$ cat src/sv/tccru_pkg.sv
// Package for the touch coordinate calibrate/rotate unit.
// Holds widths, calibration constants, register indexes and the config struct.
// No dependencies.
package tccru_pkg;

    localparam int RAW_W    = 12;
    localparam int COORD_W  = 10;
    localparam int CALC_W   = 16;
    localparam int CFG_IDX_W = 2;
    localparam int CFG_DATA_W = 10;
    localparam int DIV_SHIFT = 22;

    // register indexes
    localparam logic [CFG_IDX_W-1:0] CFG_PANEL_TYPE    = 2'd0;
    localparam logic [CFG_IDX_W-1:0] CFG_ROTATION      = 2'd1;
    localparam logic [CFG_IDX_W-1:0] CFG_SCREEN_WIDTH  = 2'd2;
    localparam logic [CFG_IDX_W-1:0] CFG_SCREEN_HEIGHT = 2'd3;

    // panel calibration sets; code 3 aliases set 0
    localparam logic [1:0] PANEL_SET0  = 2'd0;
    localparam logic [1:0] PANEL_SET1  = 2'd1;
    localparam logic [1:0] PANEL_SET2  = 2'd2;
    localparam logic [1:0] PANEL_ALIAS = 2'd3;

    localparam logic [1:0] ROT_SWAP_A = 2'd0;
    localparam logic [1:0] ROT_FLIP   = 2'd1;
    localparam logic [1:0] ROT_SWAP_B = 2'd2;
    localparam logic [1:0] ROT_NONE   = 2'd3;

    // reset values
    localparam logic [1:0]         RST_PANEL_TYPE    = PANEL_SET2;
    localparam logic [1:0]         RST_ROTATION      = ROT_SWAP_A;
    localparam logic [COORD_W-1:0] RST_SCREEN_WIDTH  = 10'd240;
    localparam logic [COORD_W-1:0] RST_SCREEN_HEIGHT = 10'd320;

    // calibration offsets and divisors
    localparam logic signed [CALC_W-1:0] OFS_A = 16'sd192;
    localparam logic signed [CALC_W-1:0] OFS_X = 16'sd300;
    localparam logic signed [CALC_W-1:0] OFS_Y = 16'sd270;
    localparam logic signed [CALC_W-1:0] SET2_Y_BASE = CALC_W'(340 * 21 + 2 * 270);
    localparam logic signed [CALC_W-1:0] ROT_W = 16'sd240;
    localparam logic signed [CALC_W-1:0] ROT_H = 16'sd320;

    localparam int unsigned DIV_X  = 14;
    localparam int unsigned DIV_Y  = 21;
    localparam int unsigned DIV_A_X = 76;
    localparam int unsigned DIV_A_Y = 57;

    typedef struct packed {
        logic [1:0]         panel_type;
        logic [1:0]         rotation;
        logic [COORD_W-1:0] screen_width;
        logic [COORD_W-1:0] screen_height;
    } cfg_t;

endpackage

$ cat src/sv/tccru_divc.sv
// Signed division by a positive constant, truncating toward zero.
// Reciprocal multiply on the magnitude; uses tccru_pkg.
module tccru_divc #(
    parameter int unsigned DIVISOR = tccru_pkg::DIV_X
) (
    input  logic signed [tccru_pkg::CALC_W-1:0] num_i,
    output logic signed [tccru_pkg::CALC_W-1:0] quot_o
);
    localparam int W  = tccru_pkg::CALC_W;
    localparam int SH = tccru_pkg::DIV_SHIFT;
    // ceil(2^SH / DIVISOR); exact for magnitudes below 2^SH / DIVISOR
    localparam logic [SH:0] RECIP = (SH+1)'((2**SH + DIVISOR - 1) / DIVISOR);

    logic [W-1:0]    mag;
    logic [W+SH:0]   prod;
    logic [W-1:0]    quot_mag;

    assign mag      = num_i[W-1] ? W'(-num_i) : W'(num_i);
    assign prod     = (W+SH+1)'(mag) * (W+SH+1)'(RECIP);
    assign quot_mag = prod[SH +: W];
    assign quot_o   = num_i[W-1] ? -signed'(quot_mag) : signed'(quot_mag);

endmodule

$ cat src/sv/tccru_xform.sv
// Calibration, rotation and clamp datapath (combinational).
// Uses tccru_pkg and tccru_divc.
module tccru_xform (
    input  tccru_pkg::cfg_t                     cfg_i,
    input  logic [tccru_pkg::RAW_W-1:0]         raw_x_i,
    input  logic [tccru_pkg::RAW_W-1:0]         raw_y_i,
    output logic [tccru_pkg::COORD_W-1:0]       screen_x_o,
    output logic [tccru_pkg::COORD_W-1:0]       screen_y_o
);
    localparam int W  = tccru_pkg::CALC_W;
    localparam int CW = tccru_pkg::COORD_W;

    logic signed [W-1:0] rx, ry;
    logic signed [W-1:0] dx_a, dy_a, dx, dy;
    logic signed [W-1:0] num_x0, num_y0, num_x12, num_y1, num_y2;
    logic signed [W-1:0] q_x0, q_y0, q_x12, q_y1, q_y2;
    logic signed [W-1:0] cal_x, cal_y, rot_x, rot_y;

    function automatic logic [CW-1:0] clamp(input logic signed [W-1:0] v,
                                            input logic [CW-1:0] limit);
        logic [CW-1:0] res;
        if (v[W-1]) begin
            res = '0;
        end else if (v[W-2:0] > (W-1)'(limit)) begin
            res = limit;
        end else begin
            res = v[CW-1:0];
        end
        return res;
    endfunction

    assign rx = signed'(W'(raw_x_i));
    assign ry = signed'(W'(raw_y_i));

    assign dx_a    = rx - tccru_pkg::OFS_A;
    assign dy_a    = ry - tccru_pkg::OFS_A;
    assign dx      = rx - tccru_pkg::OFS_X;
    assign dy      = ry - tccru_pkg::OFS_Y;
    assign num_x0  = (dy_a <<< 2) + dy_a;
    assign num_y0  = (dx_a <<< 2) + dx_a;
    assign num_x12 = dx;
    assign num_y1  = dy + dy;
    assign num_y2  = tccru_pkg::SET2_Y_BASE - (ry + ry);

    tccru_divc #(.DIVISOR(tccru_pkg::DIV_A_X)) u_div_x0 (.num_i(num_x0), .quot_o(q_x0));
    tccru_divc #(.DIVISOR(tccru_pkg::DIV_A_Y)) u_div_y0 (.num_i(num_y0), .quot_o(q_y0));
    tccru_divc #(.DIVISOR(tccru_pkg::DIV_X)) u_div_x12 (.num_i(num_x12), .quot_o(q_x12));
    tccru_divc #(.DIVISOR(tccru_pkg::DIV_Y)) u_div_y1 (.num_i(num_y1), .quot_o(q_y1));
    tccru_divc #(.DIVISOR(tccru_pkg::DIV_Y)) u_div_y2 (.num_i(num_y2), .quot_o(q_y2));

    always_comb begin
        case (cfg_i.panel_type)
            tccru_pkg::PANEL_SET1: begin
                cal_x = tccru_pkg::ROT_W - q_x12;
                cal_y = q_y1;
            end
            tccru_pkg::PANEL_SET2: begin
                cal_x = q_x12;
                cal_y = q_y2;
            end
            default: begin
                cal_x = q_x0;
                cal_y = q_y0;
            end
        endcase
    end

    always_comb begin
        case (cfg_i.rotation)
            tccru_pkg::ROT_SWAP_A: begin
                rot_x = cal_y;
                rot_y = tccru_pkg::ROT_W - cal_x;
            end
            tccru_pkg::ROT_FLIP: begin
                rot_x = tccru_pkg::ROT_W - cal_x;
                rot_y = tccru_pkg::ROT_H - cal_y;
            end
            tccru_pkg::ROT_SWAP_B: begin
                rot_x = tccru_pkg::ROT_H - cal_y;
                rot_y = cal_x;
            end
            default: begin
                rot_x = cal_x;
                rot_y = cal_y;
            end
        endcase
    end

    assign screen_x_o = clamp(rot_x, cfg_i.screen_width);
    assign screen_y_o = clamp(rot_y, cfg_i.screen_height);

endmodule

$ cat src/sv/touch_coordinate_calibrate_rotate_unit.sv
// Touch coordinate calibrate/rotate unit, top level.
// Pipeline: input register, then result register, with the constant dividers and muxes in
// one stage between them; m_tvalid rises when a transaction reaches the result register.
// Throughput: one transaction per cycle while m_tready does not stall the result register.
// Reset (aresetn, synchronous): both stages empty, panel_type 2, rotation 0,
// screen_width 240, screen_height 320.
// Uses tccru_pkg and tccru_xform.
module touch_coordinate_calibrate_rotate_unit (
    input  logic                                aclk,
    input  logic                                aresetn,
    input  logic                                cfg_wr_en,
    input  logic [tccru_pkg::CFG_IDX_W-1:0]     cfg_index,
    input  logic [tccru_pkg::CFG_DATA_W-1:0]    cfg_wdata,
    input  logic                                s_tvalid,
    output logic                                s_tready,
    input  logic [23:0]                         s_tdata,  // raw_x[11:0], raw_y[23:12]
    output logic                                m_tvalid,
    input  logic                                m_tready,
    output logic [23:0]                         m_tdata   // screen_x[9:0], screen_y[19:10], 0
);
    localparam int RW = tccru_pkg::RAW_W;
    localparam int CW = tccru_pkg::COORD_W;

    tccru_pkg::cfg_t cfg_reg;
    logic            in_valid_reg, out_valid_reg;
    logic [RW-1:0]   raw_x_reg, raw_y_reg;
    logic [CW-1:0]   sx_reg, sy_reg;
    logic [CW-1:0]   sx_next, sy_next;
    logic            advance;

    assign advance  = !out_valid_reg || m_tready;
    assign s_tready = !in_valid_reg || advance;
    assign m_tvalid = out_valid_reg;
    assign m_tdata  = {4'b0, sy_reg, sx_reg};

    always_ff @(posedge aclk) begin
        if (!aresetn) begin
            cfg_reg.panel_type    <= tccru_pkg::RST_PANEL_TYPE;
            cfg_reg.rotation      <= tccru_pkg::RST_ROTATION;
            cfg_reg.screen_width  <= tccru_pkg::RST_SCREEN_WIDTH;
            cfg_reg.screen_height <= tccru_pkg::RST_SCREEN_HEIGHT;
        end else if (cfg_wr_en) begin
            case (cfg_index)
                tccru_pkg::CFG_PANEL_TYPE:    cfg_reg.panel_type    <= cfg_wdata[1:0];
                tccru_pkg::CFG_ROTATION:      cfg_reg.rotation      <= cfg_wdata[1:0];
                tccru_pkg::CFG_SCREEN_WIDTH:  cfg_reg.screen_width  <= cfg_wdata[CW-1:0];
                tccru_pkg::CFG_SCREEN_HEIGHT: cfg_reg.screen_height <= cfg_wdata[CW-1:0];
                default: begin
                end
            endcase
        end
    end

    always_ff @(posedge aclk) begin
        if (!aresetn) begin
            in_valid_reg  <= 1'b0;
            out_valid_reg <= 1'b0;
        end else begin
            if (s_tready) begin
                in_valid_reg <= s_tvalid;
            end
            if (advance) begin
                out_valid_reg <= in_valid_reg;
            end
        end
    end

    always_ff @(posedge aclk) begin
        if (s_tvalid && s_tready) begin
            raw_x_reg <= s_tdata[RW-1:0];
            raw_y_reg <= s_tdata[2*RW-1:RW];
        end
        if (advance && in_valid_reg) begin
            sx_reg <= sx_next;
            sy_reg <= sy_next;
        end
    end

    tccru_xform u_xform (
        .cfg_i      (cfg_reg),
        .raw_x_i    (raw_x_reg),
        .raw_y_i    (raw_y_reg),
        .screen_x_o (sx_next),
        .screen_y_o (sy_next)
    );

endmodule

$ cat config.mk
export PLATFORM = sky130hd
export DESIGN_NAME = touch_coordinate_calibrate_rotate_unit
export DESIGN_NICKNAME = d
export VERILOG_FILES = /design/src/sv/tccru_pkg.sv /design/src/sv/tccru_divc.sv /design/src/sv/tccru_xform.sv /design/src/sv/touch_coordinate_calibrate_rotate_unit.sv
export SDC_FILE = /design/constraint.sdc
export NUM_CORES = 1
export LEC_CHECK = 0
export BUFFER_PORTS_ARGS = -buffer_cell sky130_fd_sc_hd__buf_2
export CORE_MARGIN = 5
export CORE_UTILIZATION = 45
export CTS_CLUSTER_DIAMETER = 30
export CTS_CLUSTER_SIZE = 10
export DETAILED_ROUTE_END_ITERATION = 8
export PLACE_DENSITY = 0.66
export RECOVER_POWER = 100
export SYNTH_ARGS = -nofsm -noshare
export SYNTH_HDL_FRONTEND = slang
export SYNTH_SLANG_ARGS = --single-unit
$ cat constraint.sdc
create_clock -name aclk -period 21.9 [get_ports aclk]
set_input_delay 5.475 -clock aclk [delete_from_list [all_inputs] [get_ports aclk]]
set_output_delay 5.475 -clock aclk [all_outputs]
set_load 0.02 [all_outputs]
## Yosys cells after proc, flatten, opt, wreduce, memory -nomap -nowiden

Index checks and enable logic that the tools add are counted.

| storage, ports and cells | value |
|---|---|
| output and inout port bits | 26 |
| logic and storage cells | 74 |
| register bits | 70 |
| input port bits | 41 |

| cells by class | value |
|---|---|
| $lt $le $gt $ge | 2 |
| multipliers | 5 |
| equality and inequality tests | 7 |
| add/sub/neg operators | 22 |
| reductions and logical operators | 12 |
| multiplexer cells | 16 |

Operator list:

| operator | number |
|---|---|
| 2-to-1 mux 16 bit | 10 |
| multiplier 16 x 18 -> 34 bit (second input constant) | 3 |
| one-hot mux 16 bit (3 select lines) | 2 |
| negation 16 bit | 5 |
| one-hot mux 16 bit (2 select lines) | 2 |
| adder 16 bit | 3 |
| multiplier 16 x 17 -> 33 bit (second input constant) | 1 |
| multiplier 16 x 16 -> 32 bit (second input constant) | 1 |
| negation 12 -> 16 bit | 2 |
| subtractor 9 x 16 -> 16 bit (first input constant) | 2 |
| greater-than comparator 15 x 10 -> 1 bit | 2 |
| subtractor 12 x 8 -> 13 bit (second input constant) | 2 |
| subtractor 12 x 9 -> 13 bit (second input constant) | 2 |
| 2-to-1 mux 10 bit | 2 |
| negation 10 -> 16 bit | 1 |
| negation 11 -> 16 bit | 1 |
| negation 13 -> 16 bit | 1 |
| subtractor 10 x 16 -> 16 bit (first input constant) | 1 |
| subtractor 14 x 16 -> 16 bit (first input constant) | 1 |
| adder 12 x 12 -> 13 bit | 1 |
| equality test 2 bit (second input constant) | 4 |
| AND reduction 2 bit | 4 |
| equality test 2 x 1 -> 1 bit (second input constant) | 3 |
| zero test 2 bit | 2 |
| other kinds (3) | 6 |

## Depth between registers and ports, before layout

Gate-level depths: netlist of run 1.

| depth | value |
|---|---|
| depth after elaboration | 12 |
| gate-level depth with buffers | 60 |
| gate-level depth less buffers | 59 |

## Modules after synthesis

From an unflattened synthesis of run 1, not the netlist that was laid out.

| second synthesis, totals | value |
|---|---|
| cell total of the unflattened synthesis | 3685 |
| area total of the unflattened synthesis | 31749.2 um2 |

By module, submodules not included:

| module | seq. area each (um2) | cells an instance | times used | area each (um2) |
|---|---|---|---|---|
| tccru_divc at u_xform.u_div_x0 | 0.0 | 592 | 1 | 5431.5 |
| tccru_xform | 0.0 | 796 | 1 | 5353.9 |
| tccru_divc at u_xform.u_div_y0 | 0.0 | 590 | 1 | 5352.6 |
| tccru_divc at u_xform.u_div_x12 | 0.0 | 548 | 1 | 4539.4 |
| tccru_divc at u_xform.u_div_y1 | 0.0 | 515 | 1 | 4420.5 |
| tccru_divc at u_xform.u_div_y2 | 0.0 | 486 | 1 | 4229.1 |
| touch_coordinate_calibrate_rotate_unit | 1841.8 | 158 | 1 | 2422.3 |

## Least setup slack after synthesis of run 1

No wires, ideal clock.

| path | value |
|---|---|
| kind | register -> register |
| from | register raw_x_reg[0] |
| to | register sy_reg[8], data pin |
| setup time | 260 ps |
| slack | 9814 ps |
| arrival time | 11826 ps |
| stages on the path, launching flop included | 55 |
| path through | edfxtp_1 -> ha_1 -> a21o_1 -> a21oi_1 -> o21bai_1 -> a21oi_1 -> o21bai_1 -> a21o_1 -> maj3_1 -> a21oi_1 -> a21oi_1 -> or3_1 -> a21oi_1 -> xnor2_1 -> o31ai_1 -> xnor2_1 -> ha_1 -> a21o_1 -> (+19 left out) -> ha_1 -> nand2_1 -> nor2_1 -> nor2_1 -> mux4_2 -> a311o_1 -> ha_1 -> nor2b_1 -> o21ai_0 -> nand2b_1 -> a21oi_1 -> nor2b_1 -> o21ai_0 -> nand2b_1 -> a21oi_1 -> o22ai_1 -> buf_6 -> mux2_4 |

| between the ends | value |
|---|---|
| longest elaborated chain between the ends | 12 |
| elaborated cells between the ends (all ways) | 21 |
| classes of those cells | add/sub: 10; mul: 2; order compare: 1; mux: 8 |

RTL lines:

| what | RTL line | RTL |
|---|---|---|
| start, declared | touch_coordinate_calibrate_rotate_unit.sv:26 | `logic [RW-1:0] raw_x_reg, raw_y_reg;` |
| start signal, assigned | touch_coordinate_calibrate_rotate_unit.sv:70 | `raw_x_reg <= s_tdata[RW-1:0];` |
| subtractor 12 x 9 -> 13 bit / subtractor 12 x 8 -> 13 bit (equally long branches) | tccru_xform.sv:37, tccru_xform.sv:35 |  |
| negation 16 bit / adder 16 bit (equally long branches) | tccru_divc.sv:18, tccru_xform.sv:40 |  |
| 2-to-1 mux 16 bit / negation 16 bit (equally long branches) | tccru_divc.sv:18 | `assign mag = num_i[W-1] ? W'(-num_i) : W'(num_i);` |
| multiplier 16 x 18 -> 34 bit / 2-to-1 mux 16 bit (equally long branches) | tccru_divc.sv:19, tccru_divc.sv:18 |  |
| negation 13 -> 16 bit / multiplier 16 x 17 -> 33 bit (equally long branches) | tccru_divc.sv:21, tccru_divc.sv:19 |  |
| 2-to-1 mux 16 bit / negation 11 -> 16 bit (equally long branches) | tccru_divc.sv:21 | `assign quot_o = num_i[W-1] ? -signed'(quot_mag) : signed'(quot_mag);` |
| subtractor 9 x 16 -> 16 bit / 2-to-1 mux 16 bit (equally long branches) | tccru_xform.sv:54, tccru_divc.sv:21 |  |
| one-hot mux 16 bit (2 select lines) | tccru_xform.sv:52 | `case (cfg_i.panel_type)` |
| subtractor 9 x 16 -> 16 bit / subtractor 10 x 16 -> 16 bit (equally long branches) | tccru_xform.sv:72, tccru_xform.sv:76 |  |
| one-hot mux 16 bit (3 select lines) * | tccru_xform.sv:69 | `case (cfg_i.rotation)` |
| greater-than comparator 15 x 10 -> 1 bit | tccru_xform.sv:24 | `end else if (v[W-2:0] > (W-1)'(limit)) begin` |
| 2-to-1 mux 10 bit | tccru_xform.sv:24 |  |
| end signal, assigned | touch_coordinate_calibrate_rotate_unit.sv:75 | `sy_reg <= sy_next;` |
| end, declared | touch_coordinate_calibrate_rotate_unit.sv:27 | `logic [CW-1:0] sx_reg, sy_reg;` |

Mark *: on every way between the ends. The rest lies on a longest branch, timed or not.
A chain may end at the register's enable or synchronous reset.

## Worst setup path in the final report of run 1

| path | value |
|---|---|
| from | register raw_x_reg[2] |
| to | register sx_reg[2], data pin |

| between the ends | value |
|---|---|
| longest elaborated chain between the ends | 12 |
| elaborated cells between the ends (all ways) | 21 |
| classes of those cells | add/sub: 10; mul: 2; order compare: 1; mux: 8 |

RTL lines:

| what | RTL line | RTL |
|---|---|---|
| subtractor 12 x 9 -> 13 bit / subtractor 12 x 8 -> 13 bit (equally long branches) | tccru_xform.sv:37, tccru_xform.sv:35 |  |
| negation 16 bit / adder 16 bit (equally long branches) | tccru_divc.sv:18, tccru_xform.sv:40 |  |
| 2-to-1 mux 16 bit / negation 16 bit (equally long branches) | tccru_divc.sv:18 |  |
| multiplier 16 x 18 -> 34 bit / 2-to-1 mux 16 bit (equally long branches) | tccru_divc.sv:19, tccru_divc.sv:18 |  |
| negation 13 -> 16 bit / multiplier 16 x 17 -> 33 bit (equally long branches) | tccru_divc.sv:21, tccru_divc.sv:19 |  |
| 2-to-1 mux 16 bit / negation 11 -> 16 bit (equally long branches) | tccru_divc.sv:21 |  |
| subtractor 9 x 16 -> 16 bit / 2-to-1 mux 16 bit (equally long branches) | tccru_xform.sv:54, tccru_divc.sv:21 |  |
| one-hot mux 16 bit (2 select lines) | tccru_xform.sv:52 |  |
| subtractor 9 x 16 -> 16 bit / subtractor 10 x 16 -> 16 bit (equally long branches) | tccru_xform.sv:75, tccru_xform.sv:79 |  |
| one-hot mux 16 bit (3 select lines) * | tccru_xform.sv:69 |  |
| greater-than comparator 15 x 10 -> 1 bit | tccru_xform.sv:24 |  |
| 2-to-1 mux 10 bit | tccru_xform.sv:24 |  |
| end signal, assigned | touch_coordinate_calibrate_rotate_unit.sv:74 | `sx_reg <= sx_next;` |
| end, declared | touch_coordinate_calibrate_rotate_unit.sv:27 |  |

Marks and branches as above.

==> reports/metrics.json, run 1 <==
{
  "status": "finished with violations",
  "violations": "max-capacitance violations, max-slew violations",
  "drive_above_1_share_pct": 4.13,
  "asyncSetResetFlopFracSynth_pct": 0,
  "numCtsBuffers": 9,
  "predominant_post_synthesis_flop_cell": "sky130_fd_sc_hd__edfxtp_1",
  "n_antenna_cell": 0,
  "maxSlewHeadroom_pct": -62.5,
  "synth.avg_cell_area_um2": 8.62,
  "period_share_pct": 63.9,
  "critPathSlowestCell": "sky130_fd_sc_hd__edfxtp_1",
  "post_cts_setup_driven_buffer_insertion_count": 0,
  "final_max_slew_viol_count": 46,
  "chipHeight_um": 268,
  "min-delay-path-class": "reg -> reg",
  "avgViaCountPerCell": 5.60,
  "area_growth_syn_to_layout_pct": 5.13,
  "sequential_cell_area_fraction_in_the_yosys_report_pct": 6.13,
  "remaining_global_route_overflow": 0,
  "worstPathMaxFanout": 13,
  "synth.cell_area_mm2": 0.0301,
  "ios": 67,
  "htree_levels": 3,
  "numPortBuffers": 62,
  "placeableCoreArea_mm2": 0.0660,
  "synth_largest_area_cell": "sky130_fd_sc_hd__ha_1",
  "final_ant_viol_nets": 0,
  "cts_hold_buf": 0,
  "grt.total_usage_pct": 20.8,
  "initial_utilization_pct": 45.6,
  "layout_min_cycle_time_ps": 13990,
  "largest_register_ffs": 24,
  "timing_worst_setup_path_type": "reg -> reg",
  "worst_skew_pair.late_latency_ps": 400,
  "row_count": 94,
  "antenna_found_initial": 1,
  "clockBufferDepth": 2,
  "yosys.cell_types.count": 109,
  "cp-start-kind": "register",
  "worst-slew-pin-transition_ps": 2440,
  "ctsRootBufferMaster": "sky130_fd_sc_hd__clkbuf_16",
  "reg2reg_setup_slack_ps": 7910,
  "per_cell_routed_wire_length_um": 16.8,
  "finClkSkew_ps": 32.3,
  "tns_setup_ps": 0,
  "source_of_the_worst_register_to_register_timing_path": "raw_x_reg[2]",
  "postCtsResizedCells": 0,
  "min-delay-start": "cfg_reg[18]",
  "synthesis.yosys.warnings": 0,
  "fill_cells": 6404,
  "critPathMaxStageDelay_ps": 590,
  "die-area_mm2": 0.0721,
  "reg2reg_depth": 55,
  "drt_first_pass_iters": 5,
  "detail_route.wirelength_um": 73900,
  "synth-edff-count": 44,
  "first_global_vias": 24300,
  "ys_ff_latch": 70,
  "cts_num_sinks": 70,
  "num-nets-final": 4522,
  "min_to": "cfg_reg[18]",
  "critical_path_arrival_ps": 14120,
  "gpl.final_weighted_congestion": 0.886,
  "synth.top_cells.by_area": "sky130_fd_sc_hd__ha_1 (27%), sky130_fd_sc_hd__fa_1 (20%), sky130_fd_sc_hd__inv_1 (7.5%)",
  "grt_setup_unrepaired": "false",
  "grt_start_max_net_pins": 57,
  "place_hpwl_um": 63500,
  "regToRegEndpoint": "sx_reg[2]",
  "setup-violations-final": 0,
  "die-width_um": 268,
  "fmax_mhz": 71.5,
  "remaining_drc_errors": 0,
  "worstPathRequired_ps": 22030,
  "drv_cap": 2,
  "first_iter_violations": 1573,
  "worst_setup_hold_path_clk_slew_ps": 80,
  "worstSetupEndpointType": "register",
  "dr_total_vias": 24600,
  "hold-path-cell-count": 2,
  "grt_pass1_wl_um": 124000,
  "tritoncts": "built",
  "final-hold-violation-count": 0,
  "critical_path.most_common_cell": "sky130_fd_sc_hd__a21oi_1",
  "yosysTopAreaCellShare_pct": 26.9,
  "syn-instance-count": 3490
}
cell families after synthesis:
kind of cell / Yosys count / share of synthesized area, %
flip-flops: 70 / 6.13
XOR/XNOR: 201 / 5.90
buffers and inverters: 699 / 8.87
AND/OR/NAND/NOR: 817 / 13.7
multiplexers: 37 / 1.57
AO/OA/AOI/OAI: 710 / 16.5
adder cells (fa/ha/maj): 954 / 47.3
other: 2 / 0.0250
cells in the mapped netlist, types with 44 or more instances:
master                       n
sky130_fd_sc_hd__ha_1      647
sky130_fd_sc_hd__inv_1     599
sky130_fd_sc_hd__fa_1      306
sky130_fd_sc_hd__nand2_1   223
sky130_fd_sc_hd__a21oi_1   164
sky130_fd_sc_hd__nor2_1    164
sky130_fd_sc_hd__xnor2_1   137
sky130_fd_sc_hd__o21ai_0   104
sky130_fd_sc_hd__nand3_1    83
sky130_fd_sc_hd__clkbuf_1   76
sky130_fd_sc_hd__xor2_1     63
sky130_fd_sc_hd__nor3_1     60
sky130_fd_sc_hd__a21o_1     59
sky130_fd_sc_hd__a31oi_1    48
sky130_fd_sc_hd__nand4_1    47
sky130_fd_sc_hd__edfxtp_1   44
cell type report:
type	instances	area, um2	share of cell area [%]
clock buffers	9	225	0.712
well taps	864	1080	3.42
flip-flops and latches	70	1840	5.83
inverters	602	2260	7.15
multi-input cells	2763	25700	81.4
repair buffers	82	423	1.34
clock inverters	7	60.1	0.190
worst max-delay path: cells and delay by family, from the launching register on:
family          cells  cell delay, ps
flops               1             590
xor+xnor            4            1630
mux                 2             840
buf+inv             4             520
simple gates       12            1740
compound gates     21            3970
fa+ha+maj          12            4440
placed cells by master, fill, tap and decap left out, drive strengths merged, types with 17 or more instances in the layout:
cell type / Yosys / final
ha: 647 / 647
inv: 601 / 606
fa: 306 / 306
nand2: 223 / 223
a21oi: 167 / 167
nor2: 164 / 164
xnor2: 137 / 137
o21ai: 109 / 109
nand3: 83 / 83
xor2: 63 / 63
nor3: 62 / 62
a21o: 59 / 59
buf: 20 / 54
a31oi: 49 / 49
nand4: 47 / 47
conb: 2 / 44
edfxtp: 44 / 44
clkbuf: 77 / 37
nor2b: 35 / 35
or3: 33 / 33
o211ai: 32 / 32
a211oi: 30 / 30
and2: 28 / 28
and3: 27 / 27
dfxtp: 26 / 26
nand2b: 22 / 22
mux2i: 22 / 22
a21boi: 22 / 22
o21bai: 21 / 21
or2: 19 / 19
o21a: 18 / 18
o31ai: 17 / 17
worst max path at each step:
stage	start	endpoint	slack, ps	cells past startpoint
6_report	raw_x_reg[2]	sx_reg[2]	7910	55
5_1_grt	raw_x_reg[2]	sx_reg[2]	6900	55
4_1_cts	raw_x_reg[2]	sx_reg[2]	8110	55
3_5_place_dp	raw_x_reg[2]	sx_reg[2]	8170	55
3_3_place_gp	raw_x_reg[2]	sx_reg[2]	8460	55
2_1_floorplan	raw_x_reg[0]	sy_reg[8]	9810	54
metal layers:
layer / up-vias / track usage [%] / share of wire, %
met2: 535 / 34.4 / 46
met5: - / 0 / 0
met4: 0 / 5.33 / 2.4
li1: 12200 / - / -
met1: 11800 / 29.2 / 47
met3: 82 / 2.29 / 4.6
per-stage QoR:
stage / hold WS, ps / worst slack (ps) / std cells / instance area [um2] / util, %
4_1_cts: 487 / 8110 / 4397 / 31700 / 48.0
5_1_grt: 534 / 6900 / 4397 / 31600 / 47.9
6_report: 500 / 7910 / 4397 / 31600 / 47.9
3_5_place_dp: 468 / 8170 / 4381 / 31400 / 47.5
2_1_floorplan: 443 / 9810 / 3532 / 30200 / -
3_3_place_gp: 458 / 8460 / 4381 / 31400 / 47.5
Power of run 1 is left out: the tool's default activity adds up to more than one toggle a clock period on the data nets, which glitch-free logic cannot reach.
==> inputs of run 2 (changes only) <==
clock period = 13.66 ns   (was 21.9 ns; I/O delays follow)
==> run 2 against run 1 <==
The run still ends with max-capacitance violations, max-slew violations left. Flip-flop and latch count did not move. Worst hold slack got worse by 23 ps. Fmax rose by 8.8%. Critical path type unchanged. Critical endpoint is now sy_reg[8].
==> reports/metrics.json, run 2 (same netlist as run 1, synthesis figures left out) <==
{
  "chipHeight_um": 268,
  "ctsRootBufferMaster": "sky130_fd_sc_hd__clkbuf_16",
  "final_max_slew_viol_count": 46,
  "worstSetupEndpointType": "register",
  "worstPathMaxFanout": 11,
  "violations": "max-capacitance violations, max-slew violations",
  "source_of_the_worst_register_to_register_timing_path": "raw_x_reg[2]",
  "reg2reg_depth": 56,
  "drt_first_pass_iters": 5,
  "grt_pass1_wl_um": 123000,
  "fmax_mhz": 77.8,
  "avgViaCountPerCell": 5.59,
  "ios": 67,
  "die-width_um": 268,
  "gpl.final_weighted_congestion": 0.903,
  "grt.total_usage_pct": 20.7,
  "first_global_vias": 24200,
  "layout_commonest_cell": "sky130_fd_sc_hd__ha_1",
  "reg2reg_setup_slack_ps": 800,
  "placeableCoreArea_mm2": 0.0660,
  "die-area_mm2": 0.0721,
  "remaining_global_route_overflow": 0,
  "setup-violations-final": 0,
  "critPathMaxStageDelay_ps": 540,
  "cts_num_sinks": 70,
  "detail_route.wirelength_um": 73900,
  "final_design_area_no_fill_mm2": 0.0319,
  "largest_register_ffs": 24,
  "remaining_drc_errors": 0,
  "worst-slew-pin-transition_ps": 2380,
  "timing_worst_setup_path_type": "reg -> reg",
  "cp-start-kind": "register",
  "crit_path_start": "raw_x_reg[2]",
  "first_iter_violations": 1499,
  "drv_cap": 2,
  "worst_setup_hold_path_clk_slew_ps": 100,
  "initial_utilization_pct": 45.6,
  "numPortBuffers": 62,
  "worstPathRequired_ps": 13800,
  "place_hpwl_um": 63600,
  "placed_cell_area_mm2": 0.0315,
  "final_cells": 4422,
  "maxSlewHeadroom_pct": -58.9,
  "tritoncts": "built",
  "grt_start_max_net_pins": 57,
  "critPathSlowestCell": "sky130_fd_sc_hd__fa_1",
  "clockBufferDepth": 2,
  "period_share_pct": 94.1,
  "row_count": 94,
  "n_antenna_cell": 0,
  "area_growth_syn_to_layout_pct": 6.20,
  "critical_path_arrival_ps": 13000,
  "finClkSkew_ps": 36.2,
  "regToRegEndpoint": "sy_reg[8]",
  "min-delay-path-class": "reg -> reg",
  "final_ant_viol_nets": 0,
  "htree_levels": 3,
  "status": "finished with violations",
  "dr_total_vias": 24700,
  "drive_above_1_share_pct": 5.56,
  "timing.critical_path.to": "sy_reg[8]",
  "per_cell_routed_wire_length_um": 16.7,
  "layout_min_cycle_time_ps": 12860,
  "antenna_found_initial": 0,
  "placedCellCount": 4404,
  "num-nets-final": 4547,
  "numCtsBuffers": 9,
  "cts_hold_buf": 0,
  "final-hold-violation-count": 0,
  "worst_skew_pair.late_latency_ps": 400,
  "layout_common_cells": "sky130_fd_sc_hd__ha_1 (646), sky130_fd_sc_hd__inv_1 (597), sky130_fd_sc_hd__fa_1 (306)"
}
## run 2: cell types whose count changed in the layout (fill, tap and decap cells not counted), sizes merged
cell	previous run	this run
buf	54	79
clkinvlp	1	2
inv	606	605
## run 2: repair_timing
| item | CTS | global route |
|---|---|---|
| buffers inserted | 0 | 2 |
| gates resized for setup | 0 | 29 |
| endpoints found under the setup margin | 0 | 20 |
## run 2: cell type report
class	count	area, um2
fillers	6395	34000
multi-input cells	2763	25800
inverters	602	2260
flip-flops and latches	70	1840
well taps	864	1080
repair buffers	107	612
clock buffers	9	225
clock inverters	7	60.1
## run 2: through the flow
stage               utilization, %  hold WS [ps]  setup WS [ps]  setup TNS (ps)
floorplan                        -           443           1570               0
global placement              47.8           454            420               0
detailed placement            47.8           465            323               0
CTS                           48.2           475            258               0
global route                  48.4           496          -20.5           -65.5
finish                        48.4           477            801               0
## run 2: how the worst min path moves through the flow
| stage | from | endpoint | cells past startpoint |
|---|---|---|---|
| 2_1_floorplan | cfg_reg[18] | cfg_reg[18] | 2 |
| 3_3_place_gp | cfg_reg[18] | cfg_reg[18] | 2 |
| 3_5_place_dp | cfg_reg[18] | cfg_reg[18] | 2 |
| 4_1_cts | cfg_reg[18] | cfg_reg[18] | 2 |
| 5_1_grt | cfg_reg[18] | cfg_reg[18] | 2 |
| 6_report | cfg_reg[18] | cfg_reg[18] | 2 |
## run 2: critical path: cells and delay by family (launching register included)
| family | cells | cell delay (ps) |
|---|---|---|
| muxes | 3 | 1080 |
| AOI/OAI and AO/OA | 18 | 3500 |
| xor gates and xnor gates | 2 | 340 |
| and+or+nand+nor | 13 | 1700 |
| DFF | 1 | 400 |
| adders and majority gates | 12 | 4620 |
| buffers and inverters | 8 | 920 |
## run 2: metal layers
| layer | global-route usage (%) | wire length (um) | up-vias |
|---|---|---|---|
| li1 | - | - | 12200 |
| met1 | 29.1 | 34700 | 11900 |
| met2 | 34.3 | 34100 | 509 |
| met3 | 2.40 | 3280 | 77 |
| met4 | 5.26 | 1740 | 0 |
| met5 | 0 | 0 | - |
Power of run 2 is left out for the same reason.
==> inputs of run 3 (changes only) <==
CORE_UTILIZATION = 30   (was 45)
PLACE_DENSITY = 0.49   (was 0.66)
==> run 3 against run 2 <==
The flow still finishes with violations (max-capacitance violations, max-slew violations). Via count decreased by 1.2%. Register-to-register slack improved by 20 ps. Flip-flop and latch count unchanged. Clock skew decreased by 8.3 ps. Critical endpoint is now sx_reg[5].
==> reports/metrics.json, run 3 (same netlist as run 1, synthesis figures left out) <==
{
  "remaining_global_route_overflow": 0,
  "grt.total_usage_pct": 15.6,
  "grt_pass1_wl_um": 135000,
  "numCtsBuffers": 9,
  "avgViaCountPerCell": 5.02,
  "timing_worst_setup_path_type": "reg -> reg",
  "violations": "max-capacitance violations, max-slew violations",
  "ctsRootBufferMaster": "sky130_fd_sc_hd__clkbuf_16",
  "post-route-worst-setup-slack_ps": 824,
  "gpl.final_weighted_congestion": 0.864,
  "worstPathMaxFanout": 11,
  "clockBufferDepth": 2,
  "cts_num_sinks": 70,
  "htree_levels": 3,
  "ios": 67,
  "grt_start_max_net_pins": 57,
  "first_global_vias": 24500,
  "critPathSlowestCell": "sky130_fd_sc_hd__fa_1",
  "antenna_found_initial": 0,
  "finClkSkew_ps": 27.9,
  "row_count": 116,
  "cts_hold_buf": 0,
  "final_ant_viol_nets": 0,
  "final_max_slew_viol_count": 46,
  "setup-violations-final": 0,
  "first_iter_violations": 1285,
  "critPathMaxStageDelay_ps": 540,
  "layout.area.seq_mm2": 0.00184,
  "per_cell_routed_wire_length_um": 17.1,
  "chipHeight_um": 327,
  "cp-start-kind": "register",
  "status": "finished with violations",
  "period_share_pct": 94.0,
  "worst_setup_hold_path_clk_slew_ps": 90,
  "largest_register_ffs": 24,
  "layout_commonest_cell": "sky130_fd_sc_hd__ha_1",
  "remaining_drc_errors": 0,
  "layout_min_cycle_time_ps": 12840,
  "dr_total_vias": 24400,
  "critical_path_arrival_ps": 12980,
  "worstPathRequired_ps": 13810,
  "die-area_mm2": 0.107,
  "place_hpwl_um": 72000,
  "fmax_mhz": 77.9,
  "tritoncts": "built",
  "worst_skew_pair.late_latency_ps": 410,
  "area_growth_syn_to_layout_pct": 8.41,
  "n_antenna_cell": 0,
  "final-hold-violation-count": 0,
  "placeableCoreArea_mm2": 0.0999,
  "min-delay-path-class": "reg -> reg",
  "drt_first_pass_iters": 5,
  "multi_input_comb_area_mm2": 0.0258,
  "fill_cells": 10600,
  "worstSetupEndpointType": "register",
  "tns_setup_ps": 0,
  "fin_util_pct": 32.6,
  "maxSlewHeadroom_pct": -75.3,
  "die-width_um": 327,
  "post-place-ws_ps": 185,
  "worst-slew-pin-transition_ps": 2630,
  "numPortBuffers": 62,
  "drive_above_1_share_pct": 5.63,
  "drv_cap": 2,
  "initial_utilization_pct": 30.1,
  "layout_common_cells": "sky130_fd_sc_hd__ha_1 (646), sky130_fd_sc_hd__inv_1 (598), sky130_fd_sc_hd__fa_1 (306)",
  "detail_route.wirelength_um": 83100,
  "num-nets-final": 4562
}
run 3: per-stage QoR:
stage | hold slack [ps] | cell area (um2) | cells
after CTS | 486 | 32500 | 4866
after floorplan | 443 | 30200 | 3532
after global routing | 500 | 32600 | 4871
after detailed placement | 474 | 32200 | 4850
final | 484 | 32600 | 4871
after global placement | 455 | 32200 | 4850
run 3: worst paths after layout:
path,slack (ps),cells after the start,to,start
worst max register to register,820,54,sx_reg[5],raw_x_reg[2]
worst max-delay path,820,54,sx_reg[5],raw_x_reg[2]
worst min-delay path,480,2,cfg_reg[18],cfg_reg[18]
worst min register to register,480,2,cfg_reg[18],cfg_reg[18]
run 3: repair_timing:
item | CTS | global route
gates resized for setup | 0 | 27
buffers inserted | 0 | 5
hold endpoints to repair | 0 | 0
endpoints found under the setup margin | 0 | 20
run 3: layout make-up:
class | count | share of cell area [%]
clock buffers | 10 | 0.768
well taps | 1298 | 4.98
repair buffers | 122 | 2.20
inverters | 602 | 6.94
flip-flops and latches | 70 | 5.65
multi-input cells | 2763 | 79.3
clock inverters | 6 | 0.173
run 3: worst max-delay path: cells and delay by family, from the launching register on:
family          cells  cell delay (ps)
compound gates     17             3020
xor+xnor            2              370
fa+ha+maj          12             4620
buf+inv             6              630
flops               1              390
mux                 2              780
simple gates       15             2730
run 3: per-layer routing:
metal,global-route usage [%],share of wire (%)
met5,0,0
met4,2.99,1.6
met3,1.24,2.8
met2,27.1,48
met1,21.4,48
Power of run 3 is left out for the same reason.
